File: src/hdl/gear_est_pkg.sv
// Shared widths, constants and codes of the gear estimator.
`default_nettype none
package gear_est_pkg;

    localparam int RPM_W     = 14;
    localparam int SPD_W     = 12;
    localparam int CONST_W   = 32;
    localparam int RANGE_W   = 52;
    localparam int RATIO_W   = 24;
    localparam int GEAR_W    = 4;
    localparam int DEC_W     = 2;
    localparam int CFG_IDX_W = 3;

    // Ratio numerator is rpm * 2^36, denominator is speed * constant.
    localparam int NUM_SHIFT = 36;
    localparam int NUM_W     = RPM_W + NUM_SHIFT;
    localparam int DEN_W     = SPD_W + CONST_W;
    localparam int DIV_CNT_W = $clog2(NUM_W + 1);

    localparam logic [CONST_W-1:0] RATIO_CONST_RST = 32'h0001_0000;
    localparam logic [RPM_W-1:0]   IDLE_RPM        = 14'd800;
    localparam logic [SPD_W-1:0]   STOP_SPEED_X16  = 12'd80;

    localparam logic [CFG_IDX_W-1:0] CFG_RATIO_CONST = 3'd0;
    localparam logic [CFG_IDX_W-1:0] CFG_RANGE_COUNT = 3'd1;
    localparam logic [CFG_IDX_W-1:0] CFG_RANGE_BASE  = 3'd2;

    typedef enum logic [DEC_W-1:0] {
        DEC_ZERO  = 2'd0,
        DEC_MATCH = 2'd1,
        DEC_IDLE  = 2'd2,
        DEC_HELD  = 2'd3
    } t_decision;

endpackage
`default_nettype wire

File: src/hdl/gear_est_div.sv
// Restoring divider, one quotient bit per cycle.
`default_nettype none
module gear_est_div (
    input  wire logic                              i_clk,
    input  wire logic                              i_rst_n,
    input  wire logic                              i_start,
    input  wire logic [gear_est_pkg::NUM_W-1:0]    i_num,
    input  wire logic [gear_est_pkg::DEN_W-1:0]    i_den,
    output logic                                   o_done,
    output logic [gear_est_pkg::NUM_W-1:0]         o_quot
);

    logic [gear_est_pkg::DIV_CNT_W-1:0] r_cnt;
    logic [gear_est_pkg::DEN_W-1:0]     r_rem;
    logic [gear_est_pkg::NUM_W-1:0]     r_quo;
    logic [gear_est_pkg::DEN_W-1:0]     r_den;
    logic                               r_done;
    logic [gear_est_pkg::DEN_W:0]       w_trial;
    logic                               w_fit;

    // Shift the next numerator bit into the partial remainder and try the subtract.
    always_comb begin
        w_trial = {r_rem, r_quo[gear_est_pkg::NUM_W-1]};
        w_fit   = (w_trial >= {1'b0, r_den});
    end

    always_ff @(posedge i_clk) begin
        if (!i_rst_n) begin
            r_cnt  <= '0;
            r_done <= 1'b0;
        end else begin
            r_done <= 1'b0;
            if (i_start) begin
                r_cnt <= gear_est_pkg::DIV_CNT_W'(gear_est_pkg::NUM_W);
                r_rem <= '0;
                r_quo <= i_num;
                r_den <= i_den;
            end else if (r_cnt != '0) begin
                r_cnt <= r_cnt - 1'b1;
                if (w_fit) begin
                    r_rem <= gear_est_pkg::DEN_W'(w_trial - {1'b0, r_den});
                end else begin
                    r_rem <= w_trial[gear_est_pkg::DEN_W-1:0];
                end
                r_quo <= {r_quo[gear_est_pkg::NUM_W-2:0], w_fit};
                if (r_cnt == gear_est_pkg::DIV_CNT_W'(1)) begin
                    r_done <= 1'b1;
                end
            end
        end
    end

    assign o_done = r_done;
    assign o_quot = r_quo;

endmodule
`default_nettype wire

File: src/hdl/gear_estimator_ratio_table.sv
// Top level of the gear estimator: sequencer, range table and result register.
//
// Usage: one input beat carries engine rpm and road speed (km/h x16); each
// input beat yields exactly one result beat with a gear code and a decision.
// Both channels use valid/stall; a beat moves when valid is high and stall low.
// The input stalls from acceptance until the result is handed to the output
// register, so one item is in flight at a time.
// A sample with zero rpm or zero speed goes from acceptance straight to the
// result load. Any other sample passes through the speed x constant product,
// the divider start, the bit-serial divider (one quotient bit per cycle of
// the 50-bit numerator), the ratio saturation and the range search (one range
// word per cycle), then the result load. The shared divider takes no new sample
// before the last one is through.
// The output register decouples the receiver: while it stalls, the finished
// result holds and the sequencer waits with the next result only.
// Reset (synchronous, active low) stalls the input, clears the sequencer, the held
// gear (neutral) and the output valid, and loads the configuration defaults:
// ratio constant 1.0, no ranges in use, all range words zero.
// Configuration must be written via a plain write port only while idle; not enforced.
`default_nettype none
module gear_estimator_ratio_table #(
    parameter int MAX_RANGES = 6
) (
    input  wire logic                                   i_clk,
    input  wire logic                                   i_rst_n,
    // input channel
    input  wire logic                                   i_in_valid,
    output logic                                        o_in_stall,
    input  wire logic [gear_est_pkg::RPM_W-1:0]         i_engine_rpm,
    input  wire logic [gear_est_pkg::SPD_W-1:0]         i_speed_x16,
    // output channel
    output logic                                        o_out_valid,
    input  wire logic                                   i_out_stall,
    output logic [gear_est_pkg::GEAR_W-1:0]             o_gear_code,
    output logic [gear_est_pkg::DEC_W-1:0]              o_decision,
    // configuration write port
    input  wire logic                                   i_cfg_we,
    input  wire logic [gear_est_pkg::CFG_IDX_W-1:0]     i_cfg_idx,
    input  wire logic [gear_est_pkg::RANGE_W-1:0]       i_cfg_data
);

    localparam int IDX_W = (MAX_RANGES > 1) ? $clog2(MAX_RANGES) : 1;
    localparam logic [2:0] MAX_CNT = 3'(MAX_RANGES);

    typedef enum logic [2:0] {
        S_IDLE,
        S_MUL,
        S_START,
        S_DIV,
        S_SEARCH,
        S_DONE
    } t_state;

    // configuration registers
    logic [gear_est_pkg::CONST_W-1:0] r_ratio_const;
    logic [2:0]                       r_range_count;
    logic [gear_est_pkg::RANGE_W-1:0] r_range [MAX_RANGES];
    logic [2:0]                       w_cfg_slot;

    // sequencer and datapath registers
    t_state                           r_state, n_state;
    logic [gear_est_pkg::RPM_W-1:0]   r_rpm, n_rpm;
    logic [gear_est_pkg::SPD_W-1:0]   r_spd, n_spd;
    logic [gear_est_pkg::DEN_W-1:0]   r_den, n_den;
    logic [gear_est_pkg::RATIO_W-1:0] r_ratio, n_ratio;
    logic [2:0]                       r_idx, n_idx;
    logic [gear_est_pkg::GEAR_W-1:0]  r_gear_res, n_gear_res;
    gear_est_pkg::t_decision          r_dec_res, n_dec_res;
    logic [gear_est_pkg::GEAR_W-1:0]  r_held, n_held;
    logic                             r_out_valid, n_out_valid;
    logic [gear_est_pkg::GEAR_W-1:0]  r_out_gear, n_out_gear;
    gear_est_pkg::t_decision          r_out_dec, n_out_dec;

    logic                             w_in_take;
    logic                             w_out_free;
    logic [2:0]                       w_limit;
    logic [gear_est_pkg::RANGE_W-1:0] w_word;
    logic [gear_est_pkg::RATIO_W-1:0] w_lo, w_hi;
    logic [gear_est_pkg::DEN_W-1:0]   w_prod;
    logic [gear_est_pkg::NUM_W-1:0]   w_num;
    logic [gear_est_pkg::NUM_W-1:0]   w_quot;
    logic                             w_div_start;
    logic                             w_div_done;

    // Configuration writes; index beyond the table is dropped.
    assign w_cfg_slot = i_cfg_idx - gear_est_pkg::CFG_RANGE_BASE;

    always_ff @(posedge i_clk) begin
        if (!i_rst_n) begin
            r_ratio_const <= gear_est_pkg::RATIO_CONST_RST;
            r_range_count <= '0;
            for (int k = 0; k < MAX_RANGES; k++) begin
                r_range[k] <= '0;
            end
        end else if (i_cfg_we) begin
            if (i_cfg_idx == gear_est_pkg::CFG_RATIO_CONST) begin
                r_ratio_const <= i_cfg_data[gear_est_pkg::CONST_W-1:0];
            end else if (i_cfg_idx == gear_est_pkg::CFG_RANGE_COUNT) begin
                r_range_count <= i_cfg_data[2:0];
            end else if (i_cfg_idx >= gear_est_pkg::CFG_RANGE_BASE && w_cfg_slot < MAX_CNT) begin
                r_range[w_cfg_slot[IDX_W-1:0]] <= i_cfg_data;
            end
        end
    end

    // Shared divider: ratio = rpm * 2^36 / (speed * constant).
    assign w_num       = {r_rpm, {gear_est_pkg::NUM_SHIFT{1'b0}}};
    assign w_div_start = (r_state == S_START);

    gear_est_div u_div (
        .i_clk   (i_clk),
        .i_rst_n (i_rst_n),
        .i_start (w_div_start),
        .i_num   (w_num),
        .i_den   (r_den),
        .o_done  (w_div_done),
        .o_quot  (w_quot)
    );

    assign w_in_take  = i_in_valid && (r_state == S_IDLE);
    assign w_out_free = !r_out_valid || !i_out_stall;
    assign w_limit    = (r_range_count > MAX_CNT) ? MAX_CNT : r_range_count;
    assign w_word     = r_range[r_idx[IDX_W-1:0]];
    assign w_lo       = w_word[gear_est_pkg::RATIO_W-1:0];
    assign w_hi       = w_word[2*gear_est_pkg::RATIO_W-1:gear_est_pkg::RATIO_W];
    assign w_prod     = r_spd * r_ratio_const;

    always_comb begin
        n_state     = r_state;
        n_rpm       = r_rpm;
        n_spd       = r_spd;
        n_den       = r_den;
        n_ratio     = r_ratio;
        n_idx       = r_idx;
        n_gear_res  = r_gear_res;
        n_dec_res   = r_dec_res;
        n_held      = r_held;
        n_out_valid = r_out_valid && i_out_stall;
        n_out_gear  = r_out_gear;
        n_out_dec   = r_out_dec;

        case (r_state)
            S_IDLE: begin
                if (w_in_take) begin
                    n_rpm = i_engine_rpm;
                    n_spd = i_speed_x16;
                    if (i_engine_rpm == '0 || i_speed_x16 == '0) begin
                        n_gear_res = '0;
                        n_dec_res  = gear_est_pkg::DEC_ZERO;
                        n_state    = S_DONE;
                    end else begin
                        n_state = S_MUL;
                    end
                end
            end
            S_MUL: begin
                n_den   = w_prod;
                n_state = S_START;
            end
            S_START: begin
                n_state = S_DIV;
            end
            S_DIV: begin
                // Saturate the quotient to the Q8.16 range.
                if (w_div_done) begin
                    if (|w_quot[gear_est_pkg::NUM_W-1:gear_est_pkg::RATIO_W]) begin
                        n_ratio = '1;
                    end else begin
                        n_ratio = w_quot[gear_est_pkg::RATIO_W-1:0];
                    end
                    n_idx   = '0;
                    n_state = S_SEARCH;
                end
            end
            S_SEARCH: begin
                // One range word per cycle, first hit wins.
                if (r_idx >= w_limit) begin
                    if (r_rpm > gear_est_pkg::IDLE_RPM && r_spd < gear_est_pkg::STOP_SPEED_X16) begin
                        n_gear_res = '0;
                        n_dec_res  = gear_est_pkg::DEC_IDLE;
                    end else begin
                        n_gear_res = r_held;
                        n_dec_res  = gear_est_pkg::DEC_HELD;
                    end
                    n_state = S_DONE;
                end else if (r_ratio >= w_lo && r_ratio <= w_hi) begin
                    n_gear_res = w_word[gear_est_pkg::RANGE_W-1:2*gear_est_pkg::RATIO_W];
                    n_dec_res  = gear_est_pkg::DEC_MATCH;
                    n_state    = S_DONE;
                end else begin
                    n_idx = r_idx + 1'b1;
                end
            end
            S_DONE: begin
                // Hold until the output register is free, then load it and the held gear.
                if (w_out_free) begin
                    n_out_valid = 1'b1;
                    n_out_gear  = r_gear_res;
                    n_out_dec   = r_dec_res;
                    n_held      = r_gear_res;
                    n_state     = S_IDLE;
                end
            end
            default: begin
                n_state = S_IDLE;
            end
        endcase
    end

    always_ff @(posedge i_clk) begin
        if (!i_rst_n) begin
            r_state     <= S_IDLE;
            r_held      <= '0;
            r_out_valid <= 1'b0;
        end else begin
            r_state     <= n_state;
            r_held      <= n_held;
            r_out_valid <= n_out_valid;
            r_rpm       <= n_rpm;
            r_spd       <= n_spd;
            r_den       <= n_den;
            r_ratio     <= n_ratio;
            r_idx       <= n_idx;
            r_gear_res  <= n_gear_res;
            r_dec_res   <= n_dec_res;
            r_out_gear  <= n_out_gear;
            r_out_dec   <= n_out_dec;
        end
    end

    // Hold the input off while reset is applied.
    assign o_in_stall  = !i_rst_n || (r_state != S_IDLE);
    assign o_out_valid = r_out_valid;
    assign o_gear_code = r_out_gear;
    assign o_decision  = r_out_dec;

`ifndef NO_ASSERTIONS
    // An accepted sample keeps the input stalled in the next cycle.
    a_busy_after_take: assert property (@(posedge i_clk) disable iff (!i_rst_n)
        (i_in_valid && !o_in_stall) |=> o_in_stall)
        else $error("input not stalled after accepting a beat");

    // The shown result always agrees with the stored gear.
    a_held_matches: assert property (@(posedge i_clk) disable iff (!i_rst_n)
        o_out_valid |-> (r_held == o_gear_code))
        else $error("held gear differs from presented gear");

    // Neutral decisions carry gear zero.
    a_neutral_zero: assert property (@(posedge i_clk) disable iff (!i_rst_n)
        (o_out_valid && (o_decision == gear_est_pkg::DEC_ZERO
                         || o_decision == gear_est_pkg::DEC_IDLE)) |-> (o_gear_code == '0))
        else $error("neutral decision with nonzero gear");

    // The divider reports done only while the sequencer waits for it.
    a_div_done_state: assert property (@(posedge i_clk) disable iff (!i_rst_n)
        w_div_done |-> (r_state == S_DIV))
        else $error("divider done outside of divide state");
`endif

endmodule
`default_nettype wire
File: config.mk
export PLATFORM = sky130hd
export DESIGN_NAME = gear_estimator_ratio_table
export DESIGN_NICKNAME = d
export VERILOG_FILES = /design/src/hdl/gear_est_pkg.sv /design/src/hdl/gear_est_div.sv /design/src/hdl/gear_estimator_ratio_table.sv
export SDC_FILE = /design/constraint.sdc
export NUM_CORES = 2
export LEC_CHECK = 0
export ABC_AREA = 1
export BUFFER_PORTS_ARGS = -buffer_cell sky130_fd_sc_hd__buf_2
export CAP_MARGIN = 5
export CORE_MARGIN = 3
export CORE_UTILIZATION = 55
export DETAILED_ROUTE_END_ITERATION = 8
export PLACE_DENSITY_LB_ADDON = 0.15
export SKIP_CTS_REPAIR_TIMING = 1
export SLEW_MARGIN = 20
export SYNTH_ARGS = -nofsm -noshare
export SYNTH_HDL_FRONTEND = slang
export SYNTH_SLANG_ARGS = --single-unit
File: constraint.sdc
create_clock -name i_clk -period 8 [get_ports i_clk]
set_input_delay 0.8 -clock i_clk [delete_from_list [all_inputs] [get_ports i_clk]]
set_output_delay 0.8 -clock i_clk [all_outputs]
set_load 0.02 [all_outputs]
# == Yosys cells after proc, flatten, opt, wreduce, memory -nomap -nowiden ==
# Memories as Yosys holds them, arrays and structs flattened. A register that Yosys moved wholly into a read port is not among the register bits.
# Cells that the tools add are included.
# classes
muxes,44
magnitude_cmp,9
n_bitwise,3
eq_ne,14
addsub,4
multipliers,1
reduce_logical,36
# op_table
operator,n
$mux W50,2
$mux W44,2
$mux W52,1
$reduce_or A52 Y1,1
$ge A45 B44 Y1,1
$mul A12 B32 Y44,1
$sub A44 B44 Y44,1
$mux W3,12
$reduce_or A26 Y1,1
$ge A24 B24 Y1,1
$le A24 B24 Y1,1
$mux W4,5
$pmux W3 S6,1
$gt A14 B10 Y1 const B,1
$logic_not A14 Y1,1
$logic_not A12 Y1,1
$lt A12 B7 Y1 const B,1
$mux W1,12
$mux W6,2
$reduce_and A3 Y1,4
$reduce_and A2 Y1,5
$reduce_and A5 Y1,2
$mux W2,4
$ne A2 B2 Y1 const B,4
27 further kinds,44
# totals
ram_bits,312
register_bits,297
n_memories,1
# memory_table
memory,depth,word_bits,rd,rd_ports_with_merged_regs,wr,line_no,rtl
r_range,6,52,1,1,6,gear_estimator_ratio_table.sv:57,logic [gear_est_pkg::RANGE_W-1:0] r_range [MAX_RANGES];

# == Longest topological paths before layout ==
# logic_depth
ltp_word,11
depth_mapped,25
ltp_nobuf,23

# == Modules after synthesis ==
# From an unflattened synthesis, not the netlist that was laid out.
# unflattened
hier_cells,5136
hier_area_um2,46113.0
# modules_own_cells
mod,cells_each,area_per_inst_um2,n_inst,seq_area_each_um2
gear_estimator_ratio_table,3845,36583.8,1,16686.0
gear_est_div,1291,9529.1,1,4284.1

# == Least setup slack after synthesis ==
# Ideal clock, no wire load.
# synth_path
path_kind,input to register
from,input i_rst_n
to,"register u_div.r_quo (netlist bit u_div.o_quot[0]), enable pin"
setup_time_ps,679
path_buffers,1
stages,3
arrival_ps,7710
slack_ps,-389
path_cell_list,inv_1 clkbuf_1 o21ai_0
# synth_between
elab_chain_cells,1
# synth_rtl
item,line_no,rtl
"start, declared",gear_estimator_ratio_table.sv:25,"input wire logic i_rst_n,"
$reduce_and A2 Y1 (no line),-,
"end signal, assigned",gear_est_div.sv:36,r_quo <= i_num;
"end signal, assigned",gear_est_div.sv:45,"r_quo <= {r_quo[gear_est_pkg::NUM_W-2:0], w_fit};"
"end, declared",gear_est_div.sv:15,logic [gear_est_pkg::NUM_W-1:0] r_quo;
# Every way passes these cells.
# A chain may end at the register's enable or synchronous reset.

# == Worst setup path after layout ==
# layout_path
from,register r_spd[6] (netlist name)
to,register r_den[34] (netlist name) (data pin)
# layout_between
elab_chain_cells,1
# layout_rtl
item,line_no,rtl
"start, declared",gear_estimator_ratio_table.sv:63,"logic [gear_est_pkg::SPD_W-1:0] r_spd, n_spd;"
"start signal, assigned",gear_estimator_ratio_table.sv:220,r_spd <= n_spd;
$mul A12 B32 Y44,gear_estimator_ratio_table.sv:126,assign w_prod = r_spd * r_ratio_const;
"net w_prod, one bit",gear_estimator_ratio_table.sv:79,logic [gear_est_pkg::DEN_W-1:0] w_prod;
"end signal, assigned",gear_estimator_ratio_table.sv:221,r_den <= n_den;
"end, declared",gear_estimator_ratio_table.sv:64,"logic [gear_est_pkg::DEN_W-1:0] r_den, n_den;"
# The timed path passes the listed nets, and every way through them passes these cells.

==> flow_summary_export.csv <==
group,metric,value,unit
die,dieArea,86400,sq um
clock_tree,path_clk_slew,0.05,ns
synthesis,ys_warn_count,0,
synthesis,synth_fa_ha_area_share,18.2,%
die,rows,104,
placement,pre_cts_slack,1.86,ns
timing,tns,0,ns
die,fp.dieW,294,microns
hold_path,hp-class,"primary input to flip-flop",
synthesis,synth_top_family_by_area,"adder cells",
clock_tree,cts_root_buf,"clkbuf_16",
cells_and_area,diodes,0,
die,die_y,294,microns
worst_setup_path,crit_fanout,17,
timing,drv_slew,0,
routing,post_drt_wl_per_cell,19.5,microns
synthesis,synth-compound-area-share,8.69,%
routing,wl,120000,microns
synthesis,synth_edf_count,663,
timing,fin_ws,1.86,ns
synthesis,yosys.area_share.simple,16.9,%
synthesis,synth.mux.area_fraction,0,%
outcome,outcome,"finished, final reports clean",
routing,ant_nets,0,
synthesis,synthCells,4991,
synthesis,syn-num-nets,5560,
routing,vias,34100,
clock_tree,cts_buffer_depth,3,
grt,grt_pass1_wl,189000,microns
cells_and_area,area_growth,8.51,%
timing,slew_headroom,26.3,%
cells_and_area,drive_above_1_share,6.50,%
synthesis,synth-seq-area-share,46.0,%
clock_tree,cts_buffers,78,
placement,hpwl,81400,microns
synthesis,yosys_most_used_dff,"edfxtp_1",
worst_setup_path,end_kind,"flip-flop",
power_and_ir_drop,peakVddDrop,0.190,mV
placement,port-buffer-count,93,
synthesis,synth.distinct_cells,49,
synthesis,synth-seq-cells,716,
timing,fmax,163,MHz
die,num_io_pins,94,
die,core-area,81300,sq um
worst_setup_path,criticalPathCategory,"flip-flop to flip-flop",
clock_tree,cts_sinks,716,
cells_and_area,num-nets-final,5568,
timing,rsz0062_at_grt,"no",
timing,whs,0.342,ns
placement,place_congestion,0.955,
clock_tree,cts_tree,"built",
clock_tree,htreeDepth,3,
worst_setup_path,start_kind,"flip-flop",
timing,clock_skew,0.0448,ns
routing,drt-pass1-iter-count,6,
timing,min_period_over_period,76.7,%
timing,worst_pin_slew,1.10,ns
timing,setup_viol,0,
clock_tree,worstSkewPairLatency,0.66,ns
grt,track_usage,28.1,%
worst_setup_path,cp.arrival,6.52,ns
synthesis,synth_xor_area_share,1.19,%
timing,period_needed,6.14,ns
synthesis,syn_avg_cell_area,9.14,sq um
grt,grt_max_degree,159,
routing,drc,0,
grt,grt-ovfl-total,0,
job,max-cap-violations,0,
synthesis,async_flop_share,0,%
routing,drtIter0Drc,3322,
synthesis,syn_area,45600,sq um
die,initial_utilization,56.1,%
timing,hold_viol,0,
worst_setup_path,worstPathRequired,8.38,ns
routing,viasPerCell,5.57,
power_and_ir_drop,p_per_area,278,nW/um^2
grt,antenna_found_initial,0,
power_and_ir_drop,p_leak,21.6,nW
grt,grt_pass1_vias,33800,
==> layout make-up <==
class,count,area (sq um)
Fill cell,6974,31800
Sequential cell,716,21000
Multi-Input combinational cell,3201,20600
Inverter,857,3220
Clock buffer,98,2050
Tap cell,1060,1330
Timing Repair Buffer,145,880
Clock inverter,47,405
==> cell usage in the layout (no fill, tap or decap), drive strengths merged, types with 50 or more instances in the layout <==
master and count:
ha 182, nand3 91, nor2 794, fa 301, o21ai 382, clkbuf 98, o221ai 50, inv 863
nand2 983, o22ai 56, edfxtp 663, a21oi 165, buf 145, dfxtp 53
==> metrics by stage <==
step	util [%]	instance area, sq um	instances	total power [W]
CTS	60.8	49500	6123	0.0138
floorplan	-	45600	4991	0.00890
finish	60.9	49500	6124	0.0138
global placement	57.8	47000	5978	0.0102
detailed placement	57.8	47000	5978	0.0103
global route	60.9	49500	6124	0.0147
==> cell usage after synthesis, drive strengths merged (34+ instances only) <==
cell type	n	share of area (%)
o22ai	56	0.77
xnor2	34	0.65
inv	857	7.1
clkbuf	188	1.5
nor2	794	6.7
ha	182	5.0
o221ai	50	0.96
o21ai	382	4.2
nand2	983	8.1
a21oi	165	1.8
fa	301	13
dfxtp	53	2.3
edfxtp	663	44
nand3	91	1.0
==> sequential cells by signal (all words and copies together), names as in the netlist, 14 cells and up, named ones only <==
signal	cells
u_div.r_den	44
u_div.r_rem	44
r_ratio_const	32
r_den	44
r_ratio	24
r_rpm	14
r_range	416
u_div.o_quot	50
==> logic make-up after synthesis <==
kind of cell,Yosys count
AND/OR/NAND/NOR,1944
buffers and inverters,1074
XOR/XNOR,62
adder cells (fa/ha/maj),483
AO/OA/AOI/OAI,712
flip-flops,716
==> worst max-delay path: stages (launching register included) <==
cell	delay [ns]
edfxtp_1	0.81
buf_4	0.39
nand2_1	0.13
fa_1	0.58
inv_1	0.06
fa_1	0.45
fa_1	0.48
fa_1	0.49
inv_1	0.05
fa_1	0.49
inv_1	0.05
ha_1	0.42
nand2_1	0.14
nor2_1	0.15
inv_1	0.08
nor4_1	0.55
a21oi_1	0.21
o21bai_1	0.23
xor2_1	0.10
==> layer usage <==
metal | vias up | global-route usage [%] | wire length, microns
met4 | 0 | 7.21 | 2830
met5 | - | 0 | 0
li1 | 16000 | - | -
met1 | 16500 | 42.1 | 54000
met2 | 1412 | 42.4 | 51900
met3 | 206 | 5.58 | 10800
==> path summary, 6_finish.rpt <==
check	start	end	slack, ns	cells after the start
worst max-delay path	r_spd[6]	r_den[34]	1.86	18
worst min-delay path	i_speed_x16[1]	r_spd[1]	0.34	1
worst max register to register	r_spd[6]	r_den[34]	1.86	18
worst min register to register	r_den[39]	u_div.r_den[39]	0.41	0
==> power by group <==
group          total, W  internal [W]  switching [W]
logic           0.00503       0.00161        0.00342
clock network   0.00346       0.00194        0.00152
registers       0.00528       0.00491       0.000373
No activity file was read; power rests on OpenSTA's default activity.
